`src/sv/crcc_pkg.sv`:
```
`timescale 1ns / 1ps
// ---------------------------------------------------------------------------
// crcc_pkg: shared types, constants and helpers for the CRC engine
// Register indexes, width-mode codes, the configuration bundle, the queue
// entry and the bit-reversal helpers used by the front and back sections.
// ---------------------------------------------------------------------------
package crcc_pkg;

  // Register indexes on the configuration port
  localparam logic [2:0] REG_WIDTH_MODE     = 3'd0;
  localparam logic [2:0] REG_POLYNOMIAL     = 3'd1;
  localparam logic [2:0] REG_INITIAL_VALUE  = 3'd2;
  localparam logic [2:0] REG_REFLECT_INPUT  = 3'd3;
  localparam logic [2:0] REG_REFLECT_OUTPUT = 3'd4;

  localparam int CFG_ADDR_W = 3;
  localparam int CFG_DATA_W = 32;

  // Width-mode codes
  localparam logic [7:0] WM_7  = 8'd7;
  localparam logic [7:0] WM_8  = 8'd8;
  localparam logic [7:0] WM_16 = 8'd16;
  localparam logic [7:0] WM_32 = 8'd32;

  // Reset values of the registers
  localparam logic [7:0]  RST_WIDTH_MODE    = 8'd8;
  localparam logic [31:0] RST_POLYNOMIAL    = 32'h0000_0007;
  localparam logic [31:0] RST_INITIAL_VALUE = 32'h0000_0000;

  // Default depth of the queue between front and back
  localparam int QUEUE_DEPTH = 2;

  typedef struct packed {
    logic [7:0]  width_mode;
    logic [31:0] polynomial;
    logic [31:0] initial_value;
    logic        reflect_input;
    logic        reflect_output;
  } cfg_t;

  // One queued byte, already reflected if so configured
  typedef struct packed {
    logic [7:0] data_byte;
    logic       last_byte;
  } qitem_t;

  // Head of the queue as seen by the back section
  typedef struct packed {
    logic   valid;
    qitem_t item;
  } q_head_t;

  // Back-section status for checks at the top level
  typedef struct packed {
    logic pop;
    logic pop_last;
  } be_stat_t;

  function automatic logic [7:0] rev8(input logic [7:0] v);
    logic [7:0] r;
    for (int i = 0; i < 8; i++) begin
      r[i] = v[7 - i];
    end
    return r;
  endfunction

  function automatic logic [15:0] rev16(input logic [15:0] v);
    logic [15:0] r;
    for (int i = 0; i < 16; i++) begin
      r[i] = v[15 - i];
    end
    return r;
  endfunction

endpackage

```
`src/sv/configurable_crc_engine.sv`:
```
`timescale 1ns / 1ps
// ---------------------------------------------------------------------------
// configurable_crc_engine: byte-serial CRC with programmable settings
//
// Channel | Direction | Contents
// --------+-----------+--------------------------------------------------
// in_*    | slave     | tdata[7:0] data_byte, tlast last_byte
// out_*   | master    | tdata[31:0] crc_value (one per message)
// cfg_*   | write     | addr = register index, wdata = value
//
// One byte per clock sustained while no last byte waits; a byte is written
// into the queue, folded by the back section at the head, and a last byte's
// CRC is captured in the output register that drives out_tvalid. Synchronous
// active-low reset; no clearing pass. Bytes keep flowing while a result
// waits on out_tready; only a last byte waits for the output register, and
// the input stalls once the queue has filled behind it.
// ---------------------------------------------------------------------------
module configurable_crc_engine #(
  parameter int QUEUE_DEPTH = crcc_pkg::QUEUE_DEPTH
) (
  input  logic                              clk,
  input  logic                              rst_n,
  // Input stream
  input  logic                              in_tvalid,
  output logic                              in_tready,
  input  logic [7:0]                        in_tdata,   // [7:0] data_byte
  input  logic                              in_tlast,
  // Result stream
  output logic                              out_tvalid,
  input  logic                              out_tready,
  output logic [31:0]                       out_tdata,  // [31:0] crc_value
  // Configuration writes
  input  logic                              cfg_we,
  input  logic [crcc_pkg::CFG_ADDR_W-1:0]   cfg_addr,
  input  logic [crcc_pkg::CFG_DATA_W-1:0]   cfg_wdata
);

  crcc_pkg::cfg_t     cfg_r, cfg_nxt;
  crcc_pkg::q_head_t  head;
  crcc_pkg::be_stat_t be_stat;
  logic               pop;
  logic [$clog2(QUEUE_DEPTH+1)-1:0] q_count;

  // Register file
  always_comb begin
    cfg_nxt = cfg_r;
    if (cfg_we) begin
      case (cfg_addr)
        crcc_pkg::REG_WIDTH_MODE:     cfg_nxt.width_mode     = cfg_wdata[7:0];
        crcc_pkg::REG_POLYNOMIAL:     cfg_nxt.polynomial     = cfg_wdata;
        crcc_pkg::REG_INITIAL_VALUE:  cfg_nxt.initial_value  = cfg_wdata;
        crcc_pkg::REG_REFLECT_INPUT:  cfg_nxt.reflect_input  = cfg_wdata[0];
        crcc_pkg::REG_REFLECT_OUTPUT: cfg_nxt.reflect_output = cfg_wdata[0];
        default: ;
      endcase
    end
  end

  always_ff @(posedge clk) begin
    if (!rst_n) begin
      cfg_r.width_mode     <= crcc_pkg::RST_WIDTH_MODE;
      cfg_r.polynomial     <= crcc_pkg::RST_POLYNOMIAL;
      cfg_r.initial_value  <= crcc_pkg::RST_INITIAL_VALUE;
      cfg_r.reflect_input  <= 1'b0;
      cfg_r.reflect_output <= 1'b0;
    end else begin
      cfg_r <= cfg_nxt;
    end
  end

  crcc_front #(
    .DEPTH (QUEUE_DEPTH)
  ) u_front (
    .clk      (clk),
    .rst_n    (rst_n),
    .cfg      (cfg_r),
    .in_valid (in_tvalid),
    .in_ready (in_tready),
    .in_byte  (in_tdata),
    .in_last  (in_tlast),
    .head     (head),
    .pop      (pop),
    .count    (q_count)
  );

  crcc_back u_back (
    .clk       (clk),
    .rst_n     (rst_n),
    .cfg       (cfg_r),
    .head      (head),
    .pop       (pop),
    .stat      (be_stat),
    .out_valid (out_tvalid),
    .out_ready (out_tready),
    .out_data  (out_tdata)
  );

  // Checks
  a_q_bound: assert property (@(posedge clk) disable iff (!rst_n)
    q_count <= ($clog2(QUEUE_DEPTH+1))'(QUEUE_DEPTH))
    else $error("queue fill count exceeds depth");

  a_ready_full: assert property (@(posedge clk) disable iff (!rst_n)
    !in_tready |-> (q_count == ($clog2(QUEUE_DEPTH+1))'(QUEUE_DEPTH)))
    else $error("input stalled while queue has room");

  a_result_src: assert property (@(posedge clk) disable iff (!rst_n)
    $rose(out_tvalid) |-> $past(be_stat.pop_last))
    else $error("result appeared without a last byte");

  a_pop_valid: assert property (@(posedge clk) disable iff (!rst_n)
    be_stat.pop |-> head.valid)
    else $error("pop from empty queue");

  a_reset_out: assert property (@(posedge clk)
    !$past(rst_n) |-> !out_tvalid)
    else $error("result valid right after reset");

endmodule

```
`src/sv/crcc_front.sv`:
```
`timescale 1ns / 1ps
// ---------------------------------------------------------------------------
// crcc_front: input side and byte queue
// Takes bytes off the input stream, applies input reflection and holds them
// in a small circular queue until the back section pops them.
// ---------------------------------------------------------------------------
module crcc_front #(
  parameter int DEPTH = crcc_pkg::QUEUE_DEPTH
) (
  input  logic                        clk,
  input  logic                        rst_n,
  input  crcc_pkg::cfg_t              cfg,
  input  logic                        in_valid,
  output logic                        in_ready,
  input  logic [7:0]                  in_byte,
  input  logic                        in_last,
  output crcc_pkg::q_head_t           head,
  input  logic                        pop,
  output logic [$clog2(DEPTH+1)-1:0]  count
);

  localparam int PTR_W = (DEPTH > 1) ? $clog2(DEPTH) : 1;
  localparam int CNT_W = $clog2(DEPTH + 1);
  localparam logic [PTR_W-1:0] PTR_LAST = PTR_W'(DEPTH - 1);
  localparam logic [CNT_W-1:0] CNT_FULL = CNT_W'(DEPTH);

  crcc_pkg::qitem_t mem_r [DEPTH];
  logic [PTR_W-1:0] wr_ptr_r, wr_ptr_nxt;
  logic [PTR_W-1:0] rd_ptr_r, rd_ptr_nxt;
  logic [CNT_W-1:0] cnt_r, cnt_nxt;
  logic             push;
  crcc_pkg::qitem_t wr_item;

  // Classification: reflect the byte on the way in
  always_comb begin
    wr_item.data_byte = cfg.reflect_input ? crcc_pkg::rev8(in_byte) : in_byte;
    wr_item.last_byte = in_last;
  end

  assign in_ready = (cnt_r != CNT_FULL);
  assign push     = in_valid && in_ready;

  // Pointer and fill-count update
  always_comb begin
    wr_ptr_nxt = wr_ptr_r;
    rd_ptr_nxt = rd_ptr_r;
    cnt_nxt    = cnt_r;
    if (push) begin
      wr_ptr_nxt = (wr_ptr_r == PTR_LAST) ? '0 : wr_ptr_r + 1'b1;
    end
    if (pop) begin
      rd_ptr_nxt = (rd_ptr_r == PTR_LAST) ? '0 : rd_ptr_r + 1'b1;
    end
    if (push && !pop) begin
      cnt_nxt = cnt_r + 1'b1;
    end else if (!push && pop) begin
      cnt_nxt = cnt_r - 1'b1;
    end
  end

  always_ff @(posedge clk) begin
    if (!rst_n) begin
      wr_ptr_r <= '0;
      rd_ptr_r <= '0;
      cnt_r    <= '0;
    end else begin
      wr_ptr_r <= wr_ptr_nxt;
      rd_ptr_r <= rd_ptr_nxt;
      cnt_r    <= cnt_nxt;
    end
  end

  // Queue storage
  always_ff @(posedge clk) begin
    if (push) begin
      mem_r[wr_ptr_r] <= wr_item;
    end
  end

  assign head.valid = (cnt_r != '0);
  assign head.item  = mem_r[rd_ptr_r];
  assign count      = cnt_r;

endmodule

```
`src/sv/crcc_back.sv`:
```
`timescale 1ns / 1ps
// ---------------------------------------------------------------------------
// crcc_back: CRC fold and result register
// Pops queued bytes, folds each into the running CRC with eight shift/xor
// steps and places the finished, optionally reflected value in the output
// register on the last byte of a message.
// ---------------------------------------------------------------------------
module crcc_back (
  input  logic                 clk,
  input  logic                 rst_n,
  input  crcc_pkg::cfg_t       cfg,
  input  crcc_pkg::q_head_t    head,
  output logic                 pop,
  output crcc_pkg::be_stat_t   stat,
  output logic                 out_valid,
  input  logic                 out_ready,
  output logic [31:0]          out_data
);

  logic [31:0] crc_r, crc_nxt;
  logic        start_r, start_nxt;
  logic        oval_r, oval_nxt;
  logic [31:0] odata_r, odata_nxt;
  logic [31:0] base;
  logic [31:0] folded;
  logic [31:0] result;
  logic        out_free;

  // Eight shift/xor steps, tested bit and final mask set by the width mode
  function automatic logic [31:0] fold8(input logic [31:0] r, input logic [31:0] top,
                                        input logic [31:0] mask, input logic [31:0] poly);
    logic [31:0] v;
    v = r;
    for (int k = 0; k < 8; k++) begin
      v = ((v & top) != '0) ? ((v << 1) ^ poly) : (v << 1);
    end
    return v & mask;
  endfunction

  assign base = start_r ? cfg.initial_value : crc_r;

  always_comb begin
    case (cfg.width_mode)
      crcc_pkg::WM_7:
        folded = fold8(base ^ {24'd0, head.item.data_byte}, 32'h0000_0040,
                       32'h0000_007F, cfg.polynomial);
      crcc_pkg::WM_8:
        folded = fold8(base ^ {24'd0, head.item.data_byte}, 32'h0000_0080,
                       32'h0000_00FF, cfg.polynomial);
      crcc_pkg::WM_16:
        folded = fold8(base ^ {16'd0, head.item.data_byte, 8'd0}, 32'h0000_8000,
                       32'h0000_FFFF, cfg.polynomial);
      crcc_pkg::WM_32:
        folded = fold8(base ^ {head.item.data_byte, 24'd0}, 32'h8000_0000,
                       32'hFFFF_FFFF, cfg.polynomial);
      default:
        folded = base;
    endcase
  end

  // Output reflection over 8 or 16 bits; 32-bit results are not reflected
  always_comb begin
    result = folded;
    if (cfg.reflect_output) begin
      if (cfg.width_mode <= 8'd8) begin
        result = {24'd0, crcc_pkg::rev8(folded[7:0])};
      end else if (cfg.width_mode <= 8'd16) begin
        result = {16'd0, crcc_pkg::rev16(folded[15:0])};
      end
    end
  end

  // A last byte needs a free output slot; other bytes pop freely
  assign out_free = !oval_r || out_ready;
  assign pop      = head.valid && (!head.item.last_byte || out_free);

  always_comb begin
    crc_nxt   = crc_r;
    start_nxt = start_r;
    oval_nxt  = oval_r;
    odata_nxt = odata_r;
    if (oval_r && out_ready) begin
      oval_nxt = 1'b0;
    end
    if (pop) begin
      crc_nxt   = folded;
      start_nxt = head.item.last_byte;
      if (head.item.last_byte) begin
        oval_nxt  = 1'b1;
        odata_nxt = result;
      end
    end
  end

  always_ff @(posedge clk) begin
    if (!rst_n) begin
      crc_r   <= '0;
      start_r <= 1'b1;
      oval_r  <= 1'b0;
    end else begin
      crc_r   <= crc_nxt;
      start_r <= start_nxt;
      oval_r  <= oval_nxt;
    end
  end

  always_ff @(posedge clk) begin
    odata_r <= odata_nxt;
  end

  assign out_valid     = oval_r;
  assign out_data      = odata_r;
  assign stat.pop      = pop;
  assign stat.pop_last = pop && head.item.last_byte;

endmodule
```
`config.mk`:
```
export PLATFORM = sky130hd
export DESIGN_NAME = configurable_crc_engine
export DESIGN_NICKNAME = d
export VERILOG_FILES = /design/src/sv/crcc_pkg.sv /design/src/sv/configurable_crc_engine.sv /design/src/sv/crcc_front.sv /design/src/sv/crcc_back.sv
export SDC_FILE = /design/constraint.sdc
export NUM_CORES = 1
export LEC_CHECK = 0
export BUFFER_PORTS_ARGS = -buffer_cell sky130_fd_sc_hd__buf_2
export CORE_UTILIZATION = 30
export CTS_CLUSTER_SIZE = 40
export DETAILED_ROUTE_END_ITERATION = 8
export HOLD_SLACK_MARGIN = 0.05
export PLACE_DENSITY = 0.56
export SLEW_MARGIN = 25
export SYNTH_ARGS = -nofsm -noshare
export SYNTH_HDL_FRONTEND = slang
export SYNTH_SLANG_ARGS = --single-unit
```
`constraint.sdc`:
```
create_clock -name clk -period 6.4 [get_ports clk]
set_input_delay 1.28 -clock clk [delete_from_list [all_inputs] [get_ports clk]]
set_output_delay 1.28 -clock clk [all_outputs]
set_load 0.05 [all_outputs]
```
==> impl_metrics.py, run 1 <==
metrics = {
    "clock_network": {
        "clk_pin_slew_ns": 0.07,
        "tritoncts": "done",
        "cts_buffers": 17,
        "cts_sinks": 163,
        "clock_latency_ns": 0.45,
        "cts_root_buf": "clkbuf_16",
        "clock_path_buffers": 2,
        "htree_num_levels": 4,
    },
    "floorplanning": {
        "io_pins": 83,
        "chipWidth_um": 246,
        "coreArea_sq_mm": 0.0590,
        "rows": 89,
        "die_area_sq_mm": 0.0606,
        "die_y_um": 246,
        "initial_utilization": 0.303,
    },
    "drt": {
        "drt_iter0_drc": 1961,
        "vias_per_cell": 5.68,
        "ant_nets": 0,
        "drtPass1Iterations": 6,
        "totalWireLength_mm": 68.9,
        "via_count": 18057,
        "route.detailed.drc": 0,
        "wl_per_cell_um": 21.7,
    },
    "layout": {
        "drive_gt1_frac": 0.136,
        "antennaDiodeCount": 0,
        "num-nets-final": 2441,
        "area_growth_pct": 11.8,
        "layout_common_cells": "nand2_1, xnor2_1, a21oi_1",
        "layout_commonest_cell": "nand2_1",
    },
    "place": {
        "place.gp.congestion": 0.971,
        "portBuffers": 82,
        "place_hpwl_mm": 49.5,
    },
    "timing": {
        "setup_viol": 0,
        "hold_viol": 0,
        "slew-limit-headroom": 0.303,
        "fmax_mhz": 162,
        "slew_violations": 0,
        "worst_pin_slew_ns": 1.04,
        "fin_crit_ns": 6.19,
        "whs_ns": 0.454,
        "rsz0062_at_grt": "false",
        "setup_tns_ns": 0,
        "fin_skew_ns": 0.0166,
        "finalCritPeriodShare": 0.966,
    },
    "pwr": {
        "seq_power_share": 0.151,
        "swShare": 0.503,
        "switchingPower_mw": 4.74,
        "max-vdd-ir-drop_mv": 0.427,
        "p_per_area_mw_per_mm2": 471,
        "power.share.combinational": 0.741,
        "p_total_mw": 9.42,
        "p_int_mw": 4.68,
        "p_leak_nw": 7.02,
        "clkPwrFrac": 0.108,
    },
    "worst_setup_path": {
        "cp.required_ns": 6.56,
        "cp-start-kind": "flip-flop",
        "path_max_fanout": 19,
        "cp-end-kind": "flip-flop",
        "path_cells": "mux2i_4 > buf_4 > buf_4 > xnor2_2 > o22ai_1 > nor4_2 > nor2_2 > o21ai_0 > a21oi_1 > o31ai_1 > nor3_1 > nor2_2 > buf_4 > nand2_1 > xnor2_1 > mux2i_1 > o31ai_2 > a221oi_1",
        "arrival_ns": 6.35,
        "critPathKind": "flip-flop to flip-flop",
        "cp_slowest_cell": "xnor2_2",
        "slowest_delay_ns": 0.82,
        "crit_path_frequent_cell": "buf_4",
    },
    "synth": {
        "ys_ff_latch": 163,
        "synth.distinct_cells": 101,
        "synth_edf_count": 50,
        "ys_warn_count": 0,
        "postSynth.asyncResetShare": 0,
        "syn_nets": 2423,
        "synth-main-ff-cell": "dfxtp_1",
        "ys_seq_area_frac": 0.210,
        "syn-instance-count": 2373,
        "syn_area_sq_mm": 0.0179,
        "avgSynthCellArea_sq_um": 7.54,
    },
    "outcome": {
        "status": "complete, no violations",
    },
    "global_routing": {
        "grt.overflow.total": 0,
        "grt_pass1_wl_mm": 104,
        "grt_max_degree": 54,
        "grt_usage": 0.222,
        "grt_pass1_vias": 16758,
        "antenna_found_initial": 3,
    },
    "flow_run": {
        "drv_cap": 0,
    },
    "min_path": {
        "hold_path.class": "flip-flop to flip-flop",
    },
}
critical path, delay by kind of cell (launching register included):
family / cells / cell delay, ns
AO/OA/AOI/OAI: 6 / 1.92
XOR/XNOR: 2 / 1.12
flip-flops: 1 / 0.41
buffers and inverters: 3 / 0.56
multiplexers: 2 / 0.57
AND/OR/NAND/NOR: 5 / 1.33
power groups by stage:
stage | clock (mW) | combinational (mW) | sequential [mW]
2_1_floorplan | 0 | 4.95 | 1.59
3_3_place_gp | 0 | 6.73 | 1.44
3_5_place_dp | 0 | 6.82 | 1.44
4_1_cts | 1.03 | 6.86 | 1.42
5_1_grt | 1.07 | 7.41 | 1.44
6_report | 1.02 | 6.97 | 1.42
final timing paths:
path / from / end / slack (ns) / cells after the start
worst max-delay path: flip-flop / u_back.out_data[1]$_DFFE_PP_ / 0.21 / 18
worst min-delay path: cfg_r[2]$_SDFFE_PN0P_ / cfg_r[2]$_SDFFE_PN0P_ / 0.45 / 2
worst max register to register: flip-flop / u_back.out_data[1]$_DFFE_PP_ / 0.21 / 18
worst min register to register: cfg_r[2]$_SDFFE_PN0P_ / cfg_r[2]$_SDFFE_PN0P_ / 0.45 / 2
per-layer routing:
layer	wire, um	track usage
met5	8	0
met4	2700	0.0893
met3	4660	0.0265
met2	31500	0.359
met1	30000	0.299
kinds of logic (layout without fill, tap and decap cells):
| family | Yosys count | after routing | synth area share |
|---|---|---|---|
| and+or+nand+nor | 920 | 920 | 0.225 |
| AOI/OAI and AO/OA | 557 | 557 | 0.216 |
| xor gates and xnor gates | 427 | 427 | 0.245 |
| buffers and inverters | 220 | 251 | 0.0506 |
| DFF | 163 | 163 | 0.210 |
| muxes | 85 | 85 | 0.0530 |
| adders and majority gates | 1 | 1 | 0.000699 |
flip-flops by register name, indices dropped and copies added, names as in the netlist, named ones only:
| signal | cells |
|---|---|
| cfg_r | 74 |
| u_back.crc_r | 32 |
| u_back.out_data | 32 |
| u_back.out_valid | 1 |
| u_back.start_r | 1 |
| u_front.count | 2 |
| u_front.mem_r | 18 |
| u_front.rd_ptr_r | 1 |
| u_front.wr_ptr_r | 1 |
cells in the mapped netlist (all sizes together), types with 9 or more instances:
master / n / share of area
o32ai: 13 / 0.0064
xnor2: 337 / 0.17
clkbuf: 142 / 0.030
buf: 56 / 0.016
dfxtp: 113 / 0.13
o31ai: 15 / 0.0069
a221oi: 15 / 0.010
o21ai: 81 / 0.023
xor2: 54 / 0.029
a31oi: 20 / 0.0070
and2: 21 / 0.0073
a211oi: 47 / 0.022
o21a: 10 / 0.0043
nand3: 65 / 0.019
nand4: 13 / 0.0045
nand2: 508 / 0.11
nor2b: 9 / 0.0031
a21oi: 187 / 0.053
o211ai: 24 / 0.011
nor4: 15 / 0.0059
a32oi: 20 / 0.0098
mux2i: 72 / 0.045
xnor3: 34 / 0.043
nor3: 52 / 0.015
mux2: 13 / 0.0082
o22ai: 13 / 0.0049
a21o: 10 / 0.0042
and3: 19 / 0.0066
or3: 10 / 0.0035
nor2: 167 / 0.035
nor3b: 10 / 0.0048
edfxtp: 50 / 0.084
o311ai: 9 / 0.0044
inv: 16 / 0.0034
what timing repair did:
item,CTS,global route
buffers inserted,0,4
setup endpoints to repair,0,8
hold buffers,0,0
gates resized for setup,0,1
final cells by class:
cell class                 count  area (sq um)
timing repair buffer         197          1330
multi-input combinational   1990         13300
tap                          773           967
inverter                      22          82.6
clock buffer                  19           454
clock inverter                13           106
fill                        6278         39000
sequential                   163          3770
per-stage QoR:
| step | setup slack, ns | area, sq um | cells | util |
|---|---|---|---|---|
| 5_1_grt | 0.0119 | 20000 | 3177 | 0.339 |
| 4_1_cts | 0.128 | 20000 | 3173 | 0.338 |
| 2_1_floorplan | 1.50 | 17900 | 2373 | - |
| 3_3_place_gp | 0.244 | 19300 | 3139 | 0.328 |
| 6_report | 0.215 | 20000 | 3177 | 0.339 |
| 3_5_place_dp | 0.153 | 19400 | 3141 | 0.329 |
(Power assumes the default switching activity.)
==> run 2, diff against run 1 <==
--- a/config.mk
+++ b/config.mk
@@ -6,6 +6,7 @@
 export NUM_CORES = 1
 export LEC_CHECK = 0
 export BUFFER_PORTS_ARGS = -buffer_cell sky130_fd_sc_hd__buf_2
+export CORE_MARGIN = 5
 export CORE_UTILIZATION = 30
 export CTS_CLUSTER_SIZE = 40
 export DETAILED_ROUTE_END_ITERATION = 8
==> run 2 against run 1 <==
  * Register-to-register slack worse by 0.09 ns
  * Sequential power about the same
  * Highest routed layer unchanged
  * Setup slack worse by 0.092 ns
  * Combinational power up 0.7%
  * Die area up 6.6%
  * Worst hold slack better by 0.0027 ns
  * Critical path depth down 1
  * Maximum frequency down 1.5%
  * Total power up 0.84%
  * Utilization up 0.085 points
  * Clock power about the same
  * Critical endpoint is now u_back.out_data[9]$_DFFE_PP_
==> impl_metrics.py, run 2 (synthesis results as in run 1) <==
metrics = {
    "layout": {
        "drive_gt1_frac": 0.138,
        "layout_commonest_cell": "nand2_1",
        "ff_latch_area_sq_mm": 0.00377,
        "multiInputGateArea_sq_mm": 0.0133,
        "nFillCells": 6258,
        "layout_common_cells": "nand2_1, xnor2_1, a21oi_1",
        "antennaDiodeCount": 0,
        "final_area_sq_mm": 0.0201,
        "largest_register_ffs": 74,
        "largest-register": "cfg_r",
        "num-nets-final": 2448,
        "area_growth_pct": 12.1,
    },
    "drt": {
        "routed-wl-met2_mm": 31.9,
        "totalWireLength_mm": 69.2,
        "wl_met1_mm": 29.8,
        "wl_per_cell_um": 21.7,
        "ant_nets": 0,
        "drtPass1Iterations": 6,
        "drt_iter0_drc": 1942,
        "route.detailed.drc": 0,
        "vias_per_cell": 5.62,
        "via_count": 17908,
        "highest_layer": "met5",
        "wl_met3_mm": 5.07,
    },
    "worst_setup_path": {
        "cp_slowest_cell": "dfxtp_2",
        "critPathKind": "flip-flop to flip-flop",
        "path_max_fanout": 13,
        "cp.required_ns": 6.59,
        "crit_buf_inv": 2,
        "cp-end-kind": "flip-flop",
        "r2r_cells": 17,
        "reg2reg_slack_ns": 0.12,
        "cp_top_family": "compound AO/OA/AOI/OAI gates",
        "cp-start-kind": "flip-flop",
        "regToRegStartpoint": "u_back.start_r$_SDFFE_PN1P_",
        "path_cells": "mux2i_1 > xnor2_2 > buf_4 > nor2_1 > a32oi_1 > o211a_1 > xnor3_1 > or2_2 > o32ai_1 > o21a_1 > nor2_1 > buf_4 > nand2_1 > xnor2_1 > mux2i_1 > o31ai_2 > o31ai_1",
        "slowest_delay_ns": 0.70,
        "arrival_ns": 6.47,
        "worstReg2RegEnd": "u_back.out_data[9]$_DFFE_PP_",
    },
    "clock_network": {
        "clock_latency_ns": 0.46,
        "cts_buffers": 17,
        "htree_num_levels": 4,
        "cts_sinks": 163,
        "clock_path_buffers": 2,
        "cts_root_buf": "clkbuf_16",
        "clk_pin_slew_ns": 0.07,
        "tritoncts": "done",
    },
    "flow_run": {
        "drv_cap": 0,
    },
    "floorplanning": {
        "die_area_sq_mm": 0.0646,
        "rows": 89,
        "io_pins": 83,
        "die_y_um": 254,
        "chipWidth_um": 254,
        "initial_utilization": 0.303,
        "coreArea_sq_mm": 0.0590,
    },
    "global_routing": {
        "grt_pass1_vias": 17146,
        "grt_usage": 0.207,
        "grt_pass1_wl_mm": 105,
        "antenna_found_initial": 1,
        "grt.overflow.total": 0,
        "grt_max_degree": 54,
    },
    "min_path": {
        "hold_path.class": "flip-flop to flip-flop",
        "hp-start": "cfg_r[33]$_SDFFE_PN0P_",
        "holdPathEnd": "cfg_r[33]$_SDFFE_PN0P_",
        "hold_path_depth": 2,
    },
    "timing": {
        "slew-limit-headroom": 0.337,
        "fin_crit_ns": 6.28,
        "hold_viol": 0,
        "rsz0062_at_grt": "false",
        "fmax_mhz": 159,
        "worst_pin_slew_ns": 0.993,
        "setup_tns_ns": 0,
        "finalCritPeriodShare": 0.981,
        "slew_violations": 0,
        "fin_skew_ns": 0.0143,
        "setup_viol": 0,
    },
    "place": {
        "place_hpwl_mm": 50.0,
        "portBuffers": 82,
        "place_area_sq_mm": 0.0194,
        "place.gp.congestion": 0.978,
    },
    "pwr": {
        "p_per_area_mw_per_mm2": 473,
        "p_leak_nw": 7.04,
        "max-vdd-ir-drop_mv": 0.561,
    },
    "outcome": {
        "status": "complete, no violations",
    },
}
==> run 2: per-layer routing <==
metal	up-vias	global-route usage
met5	-	0
met4	2	0.0805
met3	142	0.0302
met2	807	0.336
met1	8575	0.279
li1	8382	-
==> run 2: repair_timing <==
| action | 4_1_cts | 5_1_grt |
|---|---|---|
| setup endpoints to repair | 0 | 20 |
| hold endpoints to repair | 0 | 0 |
| gates resized for setup | 0 | 4 |
| hold buffers | 0 | 0 |
| buffers inserted | 0 | 3 |
==> run 2: report_power, final <==
group	internal (mW)	leakage [nW]	switching, mW	total (mW)
registers	1.30	1.39	0.150	1.45
clock network	0.549	0.282	0.477	1.03
logic	2.88	5.37	4.14	7.02
==> run 2: how the worst max path moves through the flow <==
stage | slack (ns) | from | endpoint | cells after the start
finish | 0.12 | u_back.start_r$_SDFFE_PN1P_ | u_back.out_data[9]$_DFFE_PP_ | 17
global placement | 0.27 | flip-flop | u_back.out_data[9]$_DFFE_PP_ | 17
floorplan | 1.50 | flip-flop | u_back.out_data[2]$_DFFE_PP_ | 18
detailed placement | 0.23 | flip-flop | u_back.out_data[0]$_DFFE_PP_ | 16
CTS | 0.19 | flip-flop | u_back.out_data[9]$_DFFE_PP_ | 16
global route | 0.004 | u_back.start_r$_SDFFE_PN1P_ | u_back.out_data[9]$_DFFE_PP_ | 17
==> run 2: final cells by class <==
type	instances	area share
Sequential cell	163	0.188
Multi-Input combinational cell	1990	0.664
Clock inverter	11	0.00443
Timing Repair Buffer	204	0.0674
Clock buffer	21	0.0240
Inverter	22	0.00412
Tap cell	773	0.0482
==> run 2: worst reg2reg max path, delay by kind of cell (launching register included) <==
family,cells,cell delay (ns)
buffers and inverters,2,0.56
and+or+nand+nor,4,0.73
AOI/OAI and AO/OA,6,2.20
DFF,1,0.70
xor gates and xnor gates,3,1.11
muxes,2,0.69
==> run 2: stage by stage <==
step,hold slack (ns),util,instances,total power [mW],worst slack [ns]
after floorplan,0.436,-,2373,6.54,1.50
after global placement,0.444,0.329,3149,8.28,0.266
final,0.456,0.340,3184,9.49,0.123
after CTS,0.459,0.338,3181,9.39,0.193
after global routing,0.475,0.340,3184,10.0,0.00357
after detailed placement,0.449,0.329,3149,8.32,0.225
==> run 3, diff against run 2 <==
--- a/config.mk
+++ b/config.mk
@@ -5,9 +5,11 @@
 export SDC_FILE = /design/constraint.sdc
 export NUM_CORES = 1
 export LEC_CHECK = 0
+export ABC_AREA = 1
 export BUFFER_PORTS_ARGS = -buffer_cell sky130_fd_sc_hd__buf_2
 export CORE_MARGIN = 5
 export CORE_UTILIZATION = 30
+export CTS_BUF_LIST = sky130_fd_sc_hd__clkbuf_4
 export CTS_CLUSTER_SIZE = 40
 export DETAILED_ROUTE_END_ITERATION = 8
 export HOLD_SLACK_MARGIN = 0.05
==> run 3 against run 2 <==
  * First-iteration DRC count shrank 12%
  * Utilization shrank 1.8 points
  * Flip-flop and latch count is the same
  * Synthesized area shrank 7.9%
  * Synthesized cell count grew 15%
  * Clock-buffer cell count shrank 2
  * Die area shrank 7.6%
  * Critical path depth grew 15
  * Non-clock buffer count shrank 79
  * Clock skew grew 0.013 ns
  * Sequential power is essentially flat
  * Largest cell class unchanged
  * Maximum frequency grew 12%
==> impl_metrics.py, run 3 <==
metrics = {
    "timing": {
        "fin_skew_ns": 0.0277,
        "hold_viol": 0,
        "finalCritPeriodShare": 0.876,
        "worst_pin_slew_ns": 0.965,
        "setup_viol": 0,
        "fin_crit_ns": 5.61,
        "slew_violations": 0,
        "rsz0062_at_grt": "false",
        "slew-limit-headroom": 0.353,
        "setup_tns_ns": 0,
        "fmax_mhz": 178,
    },
    "global_routing": {
        "grt_max_degree": 87,
        "grt_usage": 0.194,
        "antenna_found_initial": 2,
        "grt_pass1_wl_mm": 92.3,
        "grt_pass1_vias": 15433,
        "grt.overflow.total": 0,
    },
    "worst_setup_path": {
        "path_max_fanout": 34,
        "crit_path_frequent_cell": "nand2_1",
        "cp_slowest_cell": "dfxtp_1",
        "arrival_ns": 5.98,
        "cp-start-kind": "flip-flop",
        "critPathKind": "flip-flop to flip-flop",
        "slowest_delay_ns": 0.64,
        "cp-end-kind": "flip-flop",
        "cp.required_ns": 6.77,
    },
    "synth": {
        "synth_area_leaders": "nand2_1, dfxtp_1, xnor2_1, edfxtp_1, nand3_1",
        "synth.most_common_cell": "nand2_1",
        "ys_seq_area_frac": 0.228,
        "synth_commonest_cells": "nand2_1, nand3_1, nor2_1, inv_1, xnor2_1",
        "synth_edf_count": 50,
        "ys_warn_count": 0,
        "synth_top_area_cell": "nand2_1",
        "synth-main-ff-cell": "dfxtp_1",
        "postSynth.asyncResetShare": 0,
        "syn_area_sq_mm": 0.0165,
        "synth.distinct_cells": 48,
        "avgSynthCellArea_sq_um": 6.05,
        "netlist.area_leader.share": 0.200,
        "syn-instance-count": 2726,
        "syn_nets": 2776,
        "ys_ff_latch": 163,
    },
    "pwr": {
        "p_leak_nw": 7.77,
        "max-vdd-ir-drop_mv": 0.301,
        "p_per_area_mw_per_mm2": 599,
        "power.share.combinational": 0.800,
        "swShare": 0.594,
        "clkPwrFrac": 0.060,
        "seq_power_share": 0.140,
        "switchingPower_mw": 6.28,
        "p_int_mw": 4.29,
    },
    "min_path": {
        "hold_path.class": "flip-flop to flip-flop",
    },
    "place": {
        "portBuffers": 82,
        "place_hpwl_mm": 43.9,
        "place_inst": 3408,
        "place_area_sq_mm": 0.0174,
        "place.gp.congestion": 0.944,
    },
    "drt": {
        "via_count": 16957,
        "drt_iter0_drc": 1710,
        "ant_nets": 0,
        "wl_per_cell_um": 17.3,
        "drtPass1Iterations": 6,
        "route.detailed.drc": 0,
        "vias_per_cell": 4.93,
        "totalWireLength_mm": 59.5,
    },
    "layout": {
        "ff_latch_area_sq_mm": 0.00376,
        "largest_register_ffs": 74,
        "largest-register": "cfg_r",
        "final_area_sq_mm": 0.0176,
        "area_growth_pct": 7.08,
        "final_util": 0.322,
        "fin_cells": 3441,
        "layout_commonest_cell": "nand2_1",
        "nFillCells": 6087,
        "num-nets-final": 2773,
        "multiInputGateArea_sq_mm": 0.0110,
        "drive_gt1_frac": 0.104,
        "layout_common_cells": "nand2_1, nand3_1, nor2_1",
    },
    "floorplanning": {
        "coreArea_sq_mm": 0.0548,
        "die_y_um": 244,
        "die_area_sq_mm": 0.0597,
        "initial_utilization": 0.301,
        "chipWidth_um": 244,
        "io_pins": 83,
        "rows": 86,
    },
    "clock_network": {
        "htree_num_levels": 4,
        "cts_root_buf": "clkbuf_4",
        "cts_resized": 0,
        "clk_pin_slew_ns": 0.14,
        "cts_sinks": 163,
        "clock_latency_ns": 0.62,
        "clock_path_buffers": 2,
        "tritoncts": "done",
        "post-cts-setup-buffers": 0,
        "cts_buffers": 17,
        "cts_hold_buf": 0,
    },
    "flow_run": {
        "drv_cap": 0,
    },
    "outcome": {
        "status": "complete, no violations",
    },
}
-- run 3: critical path: cells and delay by family, from the launching register on --
| kind | cells | cell delay (ns) |
|---|---|---|
| simple gates | 26 | 3.47 |
| buf+inv | 4 | 0.91 |
| flops | 1 | 0.64 |
| xor+xnor | 1 | 0.25 |
| compound gates | 1 | 0.05 |
-- run 3: cell type report --
| class | count | area share |
|---|---|---|
| antenna | 1 | 0.000142 |
| clock buffer | 19 | 0.00808 |
| clock inverter | 13 | 0.00759 |
| inverter | 253 | 0.0541 |
| multi-input combinational | 2163 | 0.625 |
| sequential | 163 | 0.213 |
| tap | 704 | 0.0499 |
| timing repair buffer | 125 | 0.0415 |
-- run 3: cells by family (layout without fill, tap and decap cells) --
| family | after synthesis | count (layout) | share of synthesized area |
|---|---|---|---|
| compound gates | 308 | 308 | 0.0975 |
| xor+xnor | 288 | 288 | 0.154 |
| fa+ha+maj | 1 | 1 | 0.000759 |
| buf+inv | 400 | 410 | 0.104 |
| flops | 163 | 163 | 0.228 |
| mux | 1 | 1 | 0.000607 |
| other cells | 0 | 1 | 0 |
| simple gates | 1565 | 1565 | 0.415 |
-- run 3: final timing paths --
check / start / to / slack, ns / depth (start not counted)
hold / removal: u_front.rd_ptr_r$_SDFFE_PN0P_ / u_front.rd_ptr_r$_SDFFE_PN0P_ / 0.46 / 1
hold reg to reg: u_front.rd_ptr_r$_SDFFE_PN0P_ / u_front.rd_ptr_r$_SDFFE_PN0P_ / 0.46 / 1
setup / recovery: flip-flop / u_back.out_data[2]$_DFFE_PP_ / 0.79 / 32
setup reg to reg: flip-flop / u_back.out_data[2]$_DFFE_PP_ / 0.79 / 32
-- run 3: metrics by stage --
stage	setup slack [ns]	power, mW	hold WS, ns
finish	0.793	10.6	0.459
global route	0.289	11.6	0.507
CTS	0.908	10.5	0.465
detailed placement	0.900	9.83	0.449
global placement	0.977	9.80	0.445
floorplan	2.97	8.25	0.426
-- run 3: power groups by stage --
stage          Sequential (mW)  Combinational, mW  Clock [mW]
3_3_place_gp              1.50               8.30           0
3_5_place_dp              1.50               8.33           0
2_1_floorplan             1.70               6.55           0
6_report                  1.48               8.45       0.634
5_1_grt                   1.50               9.43       0.691
4_1_cts                   1.48               8.37       0.651
-- run 3: layer usage --
layer / vias to the layer above / share of wire / routed length, um / track usage
li1: 8563 / - / - / -
met1: 7717 / 0.46 / 27500 / 0.276
met2: 587 / 0.44 / 26400 / 0.308
met3: 88 / 0.063 / 3750 / 0.0208
met4: 2 / 0.032 / 1890 / 0.0619
met5: - / 0.00022 / 13 / 0
